===== src/rtl/spq_pkg.sv =====
package spq_pkg;

    localparam int ENTRY_ACCT_W = 16;
    localparam int ENTRY_PRIO_W = 8;
    localparam int ENTRY_HDL_W  = 32;
    localparam int OP_W         = 2;
    localparam int STATUS_W     = 3;
    localparam int OCC_W        = 5;

    localparam logic [OP_W-1:0] OP_INSERT  = 2'd0;
    localparam logic [OP_W-1:0] OP_DEQUEUE = 2'd1;
    localparam logic [OP_W-1:0] OP_CLEAR   = 2'd2;

    localparam logic [STATUS_W-1:0] ST_INSERTED = 3'd0;
    localparam logic [STATUS_W-1:0] ST_DEQUEUED = 3'd1;
    localparam logic [STATUS_W-1:0] ST_EMPTY    = 3'd2;
    localparam logic [STATUS_W-1:0] ST_FULL     = 3'd3;
    localparam logic [STATUS_W-1:0] ST_CLEARED  = 3'd4;

    typedef enum logic {
        S_IDLE,
        S_EXEC
    } t_state;

    typedef struct packed {
        logic                load;
        logic                exec;
        logic                ins;
        logic                deq;
        logic                clr;
        logic [STATUS_W-1:0] code;
    } t_cmd;

    typedef struct packed {
        logic [OP_W-1:0] op;
        logic            full;
        logic            empty;
    } t_stat;

endpackage


===== src/rtl/spq_ctrl.sv =====
module spq_ctrl (
    input  logic          i_clk,
    input  logic          i_rst_n,
    input  logic          start,
    output logic          busy,
    output logic          o_done,
    output spq_pkg::t_cmd o_cmd,
    input  spq_pkg::t_stat i_stat
);

    spq_pkg::t_state r_state;
    spq_pkg::t_state n_state;
    logic            r_done;

    always_ff @(posedge i_clk) begin
        if (!i_rst_n) begin
            r_state <= spq_pkg::S_IDLE;
            r_done  <= 1'b0;
        end else begin
            r_state <= n_state;
            r_done  <= (r_state == spq_pkg::S_EXEC);
        end
    end

    always_comb begin
        n_state = r_state;
        o_cmd   = '0;
        case (r_state)
            spq_pkg::S_IDLE: begin
                if (start) begin
                    o_cmd.load = 1'b1;
                    n_state    = spq_pkg::S_EXEC;
                end
            end
            spq_pkg::S_EXEC: begin
                o_cmd.exec = 1'b1;
                n_state    = spq_pkg::S_IDLE;
                if (i_stat.op[1]) begin
                    // code 3 decodes as clear too
                    o_cmd.clr  = 1'b1;
                    o_cmd.code = spq_pkg::ST_CLEARED;
                end else if (i_stat.op == spq_pkg::OP_INSERT) begin
                    if (i_stat.full) begin
                        o_cmd.code = spq_pkg::ST_FULL;
                    end else begin
                        o_cmd.ins  = 1'b1;
                        o_cmd.code = spq_pkg::ST_INSERTED;
                    end
                end else begin
                    if (i_stat.empty) begin
                        o_cmd.code = spq_pkg::ST_EMPTY;
                    end else begin
                        o_cmd.deq  = 1'b1;
                        o_cmd.code = spq_pkg::ST_DEQUEUED;
                    end
                end
            end
            default: begin
                n_state = spq_pkg::S_IDLE;
            end
        endcase
    end

    assign busy   = (r_state != spq_pkg::S_IDLE);
    assign o_done = r_done;

endmodule


===== src/rtl/spq_datapath.sv =====
module spq_datapath #(
    parameter int QUEUE_DEPTH = 16
) (
    input  logic                             i_clk,
    input  logic                             i_rst_n,
    input  spq_pkg::t_cmd                    i_cmd,
    output spq_pkg::t_stat                   o_stat,
    input  logic [spq_pkg::OP_W-1:0]         i_operation,
    input  logic [spq_pkg::ENTRY_ACCT_W-1:0] i_account_id,
    input  logic [spq_pkg::ENTRY_PRIO_W-1:0] i_priority_req,
    input  logic [spq_pkg::ENTRY_HDL_W-1:0]  i_message_handle,
    output logic [spq_pkg::STATUS_W-1:0]     o_status,
    output logic [spq_pkg::ENTRY_ACCT_W-1:0] o_out_account_id,
    output logic [spq_pkg::ENTRY_PRIO_W-1:0] o_out_priority,
    output logic [spq_pkg::ENTRY_HDL_W-1:0]  o_out_message_handle,
    output logic [spq_pkg::OCC_W-1:0]        o_occupancy
);

    localparam int CW = $clog2(QUEUE_DEPTH + 1);

    logic [spq_pkg::ENTRY_ACCT_W-1:0] r_acct [QUEUE_DEPTH];
    logic [spq_pkg::ENTRY_PRIO_W-1:0] r_prio [QUEUE_DEPTH];
    logic [spq_pkg::ENTRY_HDL_W-1:0]  r_hdl  [QUEUE_DEPTH];
    logic [spq_pkg::ENTRY_ACCT_W-1:0] n_acct [QUEUE_DEPTH];
    logic [spq_pkg::ENTRY_PRIO_W-1:0] n_prio [QUEUE_DEPTH];
    logic [spq_pkg::ENTRY_HDL_W-1:0]  n_hdl  [QUEUE_DEPTH];

    logic [CW-1:0] r_count;
    logic [CW-1:0] n_count;

    logic [spq_pkg::OP_W-1:0]         r_op;
    logic [spq_pkg::ENTRY_ACCT_W-1:0] r_in_acct;
    logic [spq_pkg::ENTRY_PRIO_W-1:0] r_in_prio;
    logic [spq_pkg::ENTRY_HDL_W-1:0]  r_in_hdl;

    logic [spq_pkg::STATUS_W-1:0]     r_status;
    logic [spq_pkg::ENTRY_ACCT_W-1:0] r_out_acct;
    logic [spq_pkg::ENTRY_PRIO_W-1:0] r_out_prio;
    logic [spq_pkg::ENTRY_HDL_W-1:0]  r_out_hdl;
    logic [spq_pkg::OCC_W-1:0]        r_occ;

    logic [QUEUE_DEPTH-1:0] w_ge;
    logic [QUEUE_DEPTH-1:0] w_prev_ge;
    logic [CW+spq_pkg::OCC_W-1:0] w_count_ext;

    // entry stays put when it is valid and ranks at or above the new one
    always_comb begin
        for (int i = 0; i < QUEUE_DEPTH; i++) begin
            w_ge[i] = (r_count > CW'(i)) && (r_prio[i] >= r_in_prio);
        end
    end

    assign w_prev_ge = {w_ge[QUEUE_DEPTH-2:0], 1'b1};

    genvar g;
    generate
        for (g = 0; g < QUEUE_DEPTH; g++) begin : g_cell
            logic [spq_pkg::ENTRY_ACCT_W-1:0] w_up_acct;
            logic [spq_pkg::ENTRY_PRIO_W-1:0] w_up_prio;
            logic [spq_pkg::ENTRY_HDL_W-1:0]  w_up_hdl;
            logic [spq_pkg::ENTRY_ACCT_W-1:0] w_dn_acct;
            logic [spq_pkg::ENTRY_PRIO_W-1:0] w_dn_prio;
            logic [spq_pkg::ENTRY_HDL_W-1:0]  w_dn_hdl;

            if (g == 0) begin : g_first
                assign w_up_acct = r_in_acct;
                assign w_up_prio = r_in_prio;
                assign w_up_hdl  = r_in_hdl;
            end else begin : g_mid
                assign w_up_acct = r_acct[g-1];
                assign w_up_prio = r_prio[g-1];
                assign w_up_hdl  = r_hdl[g-1];
            end

            if (g == QUEUE_DEPTH - 1) begin : g_last
                assign w_dn_acct = r_acct[g];
                assign w_dn_prio = r_prio[g];
                assign w_dn_hdl  = r_hdl[g];
            end else begin : g_body
                assign w_dn_acct = r_acct[g+1];
                assign w_dn_prio = r_prio[g+1];
                assign w_dn_hdl  = r_hdl[g+1];
            end

            always_comb begin
                n_acct[g] = r_acct[g];
                n_prio[g] = r_prio[g];
                n_hdl[g]  = r_hdl[g];
                if (i_cmd.ins && !w_ge[g]) begin
                    if (w_prev_ge[g]) begin
                        n_acct[g] = r_in_acct;
                        n_prio[g] = r_in_prio;
                        n_hdl[g]  = r_in_hdl;
                    end else begin
                        n_acct[g] = w_up_acct;
                        n_prio[g] = w_up_prio;
                        n_hdl[g]  = w_up_hdl;
                    end
                end else if (i_cmd.deq) begin
                    n_acct[g] = w_dn_acct;
                    n_prio[g] = w_dn_prio;
                    n_hdl[g]  = w_dn_hdl;
                end
            end

            always_ff @(posedge i_clk) begin
                r_acct[g] <= n_acct[g];
                r_prio[g] <= n_prio[g];
                r_hdl[g]  <= n_hdl[g];
            end
        end
    endgenerate

    always_comb begin
        n_count = r_count;
        if (i_cmd.clr) begin
            n_count = '0;
        end else if (i_cmd.ins) begin
            n_count = r_count + CW'(1);
        end else if (i_cmd.deq) begin
            n_count = r_count - CW'(1);
        end
    end

    assign w_count_ext = (CW + spq_pkg::OCC_W)'(n_count);

    always_ff @(posedge i_clk) begin
        if (!i_rst_n) begin
            r_count <= '0;
        end else begin
            r_count <= n_count;
        end
    end

    always_ff @(posedge i_clk) begin
        if (i_cmd.load) begin
            r_op      <= i_operation;
            r_in_acct <= i_account_id;
            r_in_prio <= i_priority_req;
            r_in_hdl  <= i_message_handle;
        end
        if (i_cmd.exec) begin
            r_status <= i_cmd.code;
            r_occ    <= w_count_ext[spq_pkg::OCC_W-1:0];
            if (i_cmd.deq) begin
                r_out_acct <= r_acct[0];
                r_out_prio <= r_prio[0];
                r_out_hdl  <= r_hdl[0];
            end else begin
                r_out_acct <= '0;
                r_out_prio <= '0;
                r_out_hdl  <= '0;
            end
        end
    end

    assign o_stat.op    = r_op;
    assign o_stat.full  = (r_count == CW'(QUEUE_DEPTH));
    assign o_stat.empty = (r_count == '0);

    assign o_status             = r_status;
    assign o_out_account_id     = r_out_acct;
    assign o_out_priority       = r_out_prio;
    assign o_out_message_handle = r_out_hdl;
    assign o_occupancy          = r_occ;

endmodule


===== src/rtl/sorted_priority_queue_unit.sv =====
// Sorted priority queue of up to QUEUE_DEPTH message entries, highest priority
// at the head; equal priorities leave in arrival order. Pulse start with an
// operation (insert, dequeue, clear) while busy is low; busy stays high while
// the entry array compares and shifts all cells in parallel, and the result
// appears in the cycle after that, on o_done for a single cycle. The
// receiver cannot stall: capture the result whenever o_done is high. A new
// operation is taken only when busy is low, after the single compare-and-shift
// step of the entry array. Occupancy shows the low 5 bits of the entry count.
module sorted_priority_queue_unit #(
    parameter int QUEUE_DEPTH = 16
) (
    input  logic        i_clk,
    input  logic        i_rst_n,
    input  logic        start,
    output logic        busy,
    input  logic [1:0]  i_operation,
    input  logic [15:0] i_account_id,
    input  logic [7:0]  i_priority_req,
    input  logic [31:0] i_message_handle,
    output logic        o_done,
    output logic [2:0]  o_status,
    output logic [15:0] o_out_account_id,
    output logic [7:0]  o_out_priority,
    output logic [31:0] o_out_message_handle,
    output logic [4:0]  o_occupancy
);

    spq_pkg::t_cmd  w_cmd;
    spq_pkg::t_stat w_stat;

    spq_ctrl u_ctrl (
        .i_clk   (i_clk),
        .i_rst_n (i_rst_n),
        .start   (start),
        .busy    (busy),
        .o_done  (o_done),
        .o_cmd   (w_cmd),
        .i_stat  (w_stat)
    );

    spq_datapath #(
        .QUEUE_DEPTH (QUEUE_DEPTH)
    ) u_datapath (
        .i_clk                (i_clk),
        .i_rst_n              (i_rst_n),
        .i_cmd                (w_cmd),
        .o_stat               (w_stat),
        .i_operation          (i_operation),
        .i_account_id         (i_account_id),
        .i_priority_req       (i_priority_req),
        .i_message_handle     (i_message_handle),
        .o_status             (o_status),
        .o_out_account_id     (o_out_account_id),
        .o_out_priority       (o_out_priority),
        .o_out_message_handle (o_out_message_handle),
        .o_occupancy          (o_occupancy)
    );

endmodule


===== config.mk =====
export PLATFORM = sky130hd
export DESIGN_NAME = sorted_priority_queue_unit
export DESIGN_NICKNAME = d
export VERILOG_FILES = /design/src/rtl/spq_pkg.sv /design/src/rtl/spq_ctrl.sv /design/src/rtl/spq_datapath.sv /design/src/rtl/sorted_priority_queue_unit.sv
export SDC_FILE = /design/constraint.sdc
export NUM_CORES = 2
export LEC_CHECK = 0
export BUFFER_PORTS_ARGS = -buffer_cell sky130_fd_sc_hd__buf_4
export CORE_UTILIZATION = 45
export CTS_CLUSTER_SIZE = 12
export DETAILED_ROUTE_END_ITERATION = 8
export PLACE_DENSITY = 0.71
export SETUP_SLACK_MARGIN = 0.2
export SYNTH_ARGS = -nofsm -noshare
export SYNTH_HDL_FRONTEND = slang
export SYNTH_HIERARCHICAL = 1
export SYNTH_SLANG_ARGS = --single-unit

===== constraint.sdc =====
create_clock -name i_clk -period 9.7 [get_ports i_clk]
set_input_delay 0.485 -clock i_clk [delete_from_list [all_inputs] [get_ports i_clk]]
set_output_delay 0.485 -clock i_clk [all_outputs]
set_load 0.05 [all_outputs]

Word level (Yosys, flattened, before mapping)

Memory sizes are Yosys's and may differ from the RTL's.
Index checks and enable logic that the tools add are counted.

Input port bits: 61
RAM bits: 896
Output and inout bits: 66
Register bits after elaboration: 129
Memories: 3
Word-level logic and storage cells: 258

Reductions and logical operators: 51
Multiplexer cells: 155
$lt $le $gt $ge: 32
Bitwise logic cells: 1
$add $sub $neg: 2
Equal/unequal tests: 1

Memories:

| memory            | words | bits a word | read ports | clocked after memory_dff | wr ports | line               | RTL |
|---|---|---|---|---|---|---|---|
| u_datapath.r_hdl  | 16    | 32          | 16         | 0                        | 16       | spq_datapath.sv:23 | `logic [spq_pkg::ENTRY_HDL_W-1:0] r_hdl [QUEUE_DEPTH];` |
| u_datapath.r_acct | 16    | 16          | 16         | 0                        | 16       | spq_datapath.sv:21 | `logic [spq_pkg::ENTRY_ACCT_W-1:0] r_acct [QUEUE_DEPTH];` |
| u_datapath.r_prio | 16    | 8           | 16         | 0                        | 16       | spq_datapath.sv:22 | `logic [spq_pkg::ENTRY_PRIO_W-1:0] r_prio [QUEUE_DEPTH];` |

Operator list:

| operator                                           | count |
|---|---|
| 2-to-1 mux 32 bit                                  | 46 |
| 2-to-1 mux 16 bit                                  | 46 |
| 2-to-1 mux 8 bit                                   | 46 |
| >= comparator 8 bit                                | 16 |
| > comparator 5 x 4 -> 1 bit, second input constant | 8 |
| logical AND 1 bit                                  | 32 |
| > comparator 5 x 3 -> 1 bit, second input constant | 4 |
| logical NOT 1 bit                                  | 16 |
| 2-to-1 mux 5 bit                                   | 3 |
| > comparator 5 x 1 -> 1 bit, second input constant | 2 |
| > comparator 5 x 2 -> 1 bit, second input constant | 2 |
| 2-to-1 mux 1 bit                                   | 7 |
| 2-to-1 mux 7 bit                                   | 1 |
| 2-to-1 mux 2 bit                                   | 3 |
| 2-to-1 mux 3 bit                                   | 2 |
| adder 5 x 1 -> 5 bit, second input constant        | 1 |
| == test 5 bit, second input constant               | 1 |
| logical NOT 5 bit                                  | 1 |
| subtractor 5 x 1 -> 5 bit, second input constant   | 1 |
| logical NOT 2 bit                                  | 1 |
| case mux 1 bit (2 select lines)                    | 1 |
| OR reduction 2 bit                                 | 1 |
| inverter 1 bit                                     | 1 |

Depth between registers and ports, before layout

Depth in word-level cells: 8
Mapped depth: 13
Depth with buffers taken out: 9

Modules after synthesis

The synthesis kept the hierarchy.

By module, submodules not included:

| module       | cells each | area an instance (um^2) | times used | seq. area each (um^2) |
|---|---|---|---|---|
| spq_datapath | 4,471      | 51,992.4                | 1          | 30,669.4 |
| spq_ctrl     | 16         | 140.1                   | 1          | 40.0 |

Worst setup path after synthesis

OpenSTA, ideal clock, no wires.

Kind: reg2reg
Start: register u_datapath/r_count[0] (netlist name)
End: memory u_datapath/r_acct[1][112] (netlist name), enable pin
Arrival time: 7,467 ps
Library setup time: 624 ps
Data required time: 9,076 ps
Path slack: 1,609 ps
Clock period less this slack: 8,091 ps
Cell stages (with the launch flop): 10
Buffers on the path: 3
Path through: dfxtp_1 -> buf_2 -> inv_1 -> ha_1 -> nor4b_1 -> nor3_1 -> buf_2 -> inv_1 -> clkbuf_1 -> o41ai_1

RTL lines:

| what          | line |
|---|---|
| end, declared | spq_datapath.sv:21 |

==> qor.yml <==
holdCritStartpoint: "i_priority_req[7]"
final-setup-viol-count: 0
r2r_end: "u_datapath/r_acct[0][64]"
rsz0062_at_grt: "no"
die_area_um2: 117000
ys.flop_type: "edfxtp_1"
comb_power_share_pct: 5.9
grt_antenna_before_repair: 2
violations: "design-rule violations"
hold_buffers: 55
cts_made_buffers: 111
grt_overflow: 0
tritoncts: "yes"
fin_crit_sh_pct: 48.9
power_frac_clock_pct: 42.7
layout_common_cells: "edfxtp_1, mux2i_1, nand2_1"
path_class: "flip-flop to flip-flop"
final.min_clock_period_ns: 4.74
maxCapViolCount: 0
status: "finished with violations"
ys.warnings.count: 6
synth_largest_area_cell: "edfxtp_1"
worst_skew_pair.late_latency_ns: 0.72
cts_resized: 0
first_iter_violations: 3093
report.final.slew_viol_count: 0
synth_top_area_share_pct: 58.6
reg2reg_depth: 9
swShare_pct: 23.2
first_pass_iters: 9
final.setup_skew_ns: 0.0811
synth_edf_count: 1018
avgSynthCellArea_um2: 11.6
cp-startpoint: "u_datapath/g_cell[0].w_up_prio[2]"
synth_nets: 4682
powerDensity_nw_per_um2: 170
vias: 35400
cp-start-kind: "flip-flop"
crit_required_ns: 10.07
routedWlPerCell_um: 22.3
clockBufferDepth: 3
cp_slowest_cell: "or2_4"
fillers: 9961
grt_max_degree: 94
path_cells: "inv_1, ha_1, a211oi_1, o21ai_0, a211oi_2, or2_4, buf_4, mux2i_1, o21ai_0"
n_antenna_cell: 0
r2r_start: "u_datapath/g_cell[0].w_up_prio[2]"
intPower_mw: 7.60
power.net_switching_mw: 2.30
fmax_ghz: 0.211
fp.coreArea_um2: 115000
grt.total_usage_pct: 22.9
async_flop_share_pct: 0
cts.sinks: 1025
power_frac_seq_pct: 51.4
whs_path_depth: 1
max_stage_delay_ns: 0.75
layout_commonest_cell: "edfxtp_1"
die_h_um: 342
worstSetupEndpointType: "flip-flop"
hold_viol_final: 0
worst_ir_drop_vdd_uv: 150
drt-total-wl_um: 136000
worst_hold_path_type: "primary input to flip-flop"
start_util_pct: 45.5
setup_tns_ns: 0
path_max_fanout: 30
drive_above_1_share_pct: 10.9
clockRootBuffer: "clkbuf_16"
post_cts_buffers: 0
fp-row-count: 124
crit_top_cell: "o21ai_0"
synthToLayoutAreaGrowth_pct: 11.5
clk_pin_slew_ns: 0.06
htree_levels: 3
min_to: "u_datapath/g_cell[0].w_up_prio[7]"
fin_util_pct: 50.7
ff2ff_setup_slack_ns: 4.96
yosysSeqAreaShare_pct: 58.9
relSlewSlack_pct: 18.7
vias_per_cell: 5.83
syn_area_um2: 52100
synth_cells: 4487
synth_cell_types: 63
leakage_nw: 22.0
arrival_ns: 5.12
grt_pass1_vias: 35300
final_nets: 4679
ant_nets: 0
die_x_um: 342
dpl.hpwl_um: 80100
ys_ff_latch: 1025
whs_ns: 0.0347
grt_pass1_wl_um: 210000
synth_area_leaders: "edfxtp_1, mux2i_1, nand2_1"
port_buffers: 126
drc: 2
gp_congestion: 0.845
tightest_slew_ns: 1.22
io_pins: 127
[worst max-delay path, delay by kind of cell, from the launching register on]
family	cells	cell delay, ns
AND/OR/NAND/NOR	1	0.75
buffers and inverters	2	1.38
adder cells (fa/ha/maj)	1	0.37
multiplexers	1	0.26
AO/OA/AOI/OAI	4	1.04
flip-flops	1	0.59
[sequential cells by signal, summed over array words and instances (netlist names)]
name                             flops
u_ctrl/busy                          1
u_datapath/r_hdl                   512
u_datapath/r_acct                  256
u_datapath/o_out_priority            8
u_datapath/g_cell.w_up_acct         16
u_datapath/o_out_account_id         16
u_datapath/o_out_message_handle     32
u_datapath/r_count                   5
u_datapath/r_op                      2
u_datapath/g_cell.w_up_hdl          32
u_datapath/g_cell.w_up_prio          8
u_datapath/o_status                  3
u_datapath/o_occupancy               5
u_datapath/r_prio                  128
u_ctrl/o_done                        1
[through the flow]
stage	setup slack [ns]	instance area (µm²)	power, mW	cells
6_report	4.96	58100	9.90	6084
5_1_grt	4.71	58100	10.2	6084
4_1_cts	5.06	58100	9.97	6084
3_5_place_dp	5.06	54000	5.75	5828
3_3_place_gp	5.17	54000	5.73	5828
2_1_floorplan	1.61	52100	5.54	4487
[cell families after synthesis]
group	count (synthesis)	share of synthesized area, %
AND/OR/NAND/NOR	1226	9.64
flip-flops	1025	58.9
AO/OA/AOI/OAI	944	9.76
multiplexers	762	14.9
buffers and inverters	392	3.54
adder cells (fa/ha/maj)	134	3.22
XOR/XNOR	4	0.0672
[how the worst max path moves through the flow]
stage,slack [ns],to,cells after the start
after global placement,5.17,u_datapath/r_hdl[0][159],9
after floorplan,1.61,u_datapath/r_acct[1][112],9
after CTS,5.06,u_datapath/r_acct[0][67],9
final,4.96,u_datapath/r_acct[0][64],9
after global routing,4.71,u_datapath/r_acct[0][67],9
after detailed placement,5.06,u_datapath/r_hdl[0][133],9
[routing by layer]
metal / GRT usage (%) / vias up / routed length (µm)
li1: - / 16400 / -
met1: 32.5 / 17800 / 61500
met2: 37.3 / 1145 / 63300
met3: 3.20 / 179 / 8330
met4: 5.30 / 0 / 2560
met5: 0 / - / 0
[synth_stat cells, drive strengths merged (2+ instances only)]
| master | count |
|---|---|
| edfxtp | 1018 |
| mux2i | 664 |
| nand2 | 648 |
| o21ai | 443 |
| nor2 | 418 |
| a21oi | 327 |
| clkbuf | 202 |
| buf | 154 |
| ha | 134 |
| a31oi | 117 |
| mux2 | 98 |
| and2 | 70 |
| inv | 35 |
| a211oi | 18 |
| nor3 | 17 |
| nand2b | 16 |
| nand4 | 13 |
| nor2b | 13 |
| or2 | 11 |
| a21o | 9 |
| nand3 | 8 |
| dfxtp | 7 |
| a311oi | 4 |
| and3 | 4 |
| o211ai | 4 |
| xnor2 | 4 |
| a211o | 3 |
| nor3b | 3 |
| o31ai | 3 |
| a221oi | 2 |
| o211a | 2 |
| o311a | 2 |
| o41ai | 2 |
[power by group through the flow]
stage	Sequential [mW]	Combinational [mW]	Clock, mW
finish	5.09	0.585	4.23
global route	5.11	0.642	4.46
CTS	5.09	0.586	4.29
detailed placement	5.18	0.566	0
global placement	5.18	0.550	0
floorplan	5.15	0.389	0
[cell type report]
class / instances / area, µm² / area share [%]
flip-flops and latches: 1025 / 30700 / 52.8
multi-input cells: 3070 / 19900 / 34.2
clock buffers: 141 / 2950 / 5.08
repair buffers: 240 / 1940 / 3.34
well taps: 1512 / 1890 / 3.25
clock inverters: 60 / 611 / 1.05
inverters: 36 / 135 / 0.232
No activity file was read; power rests on OpenSTA's default activity.
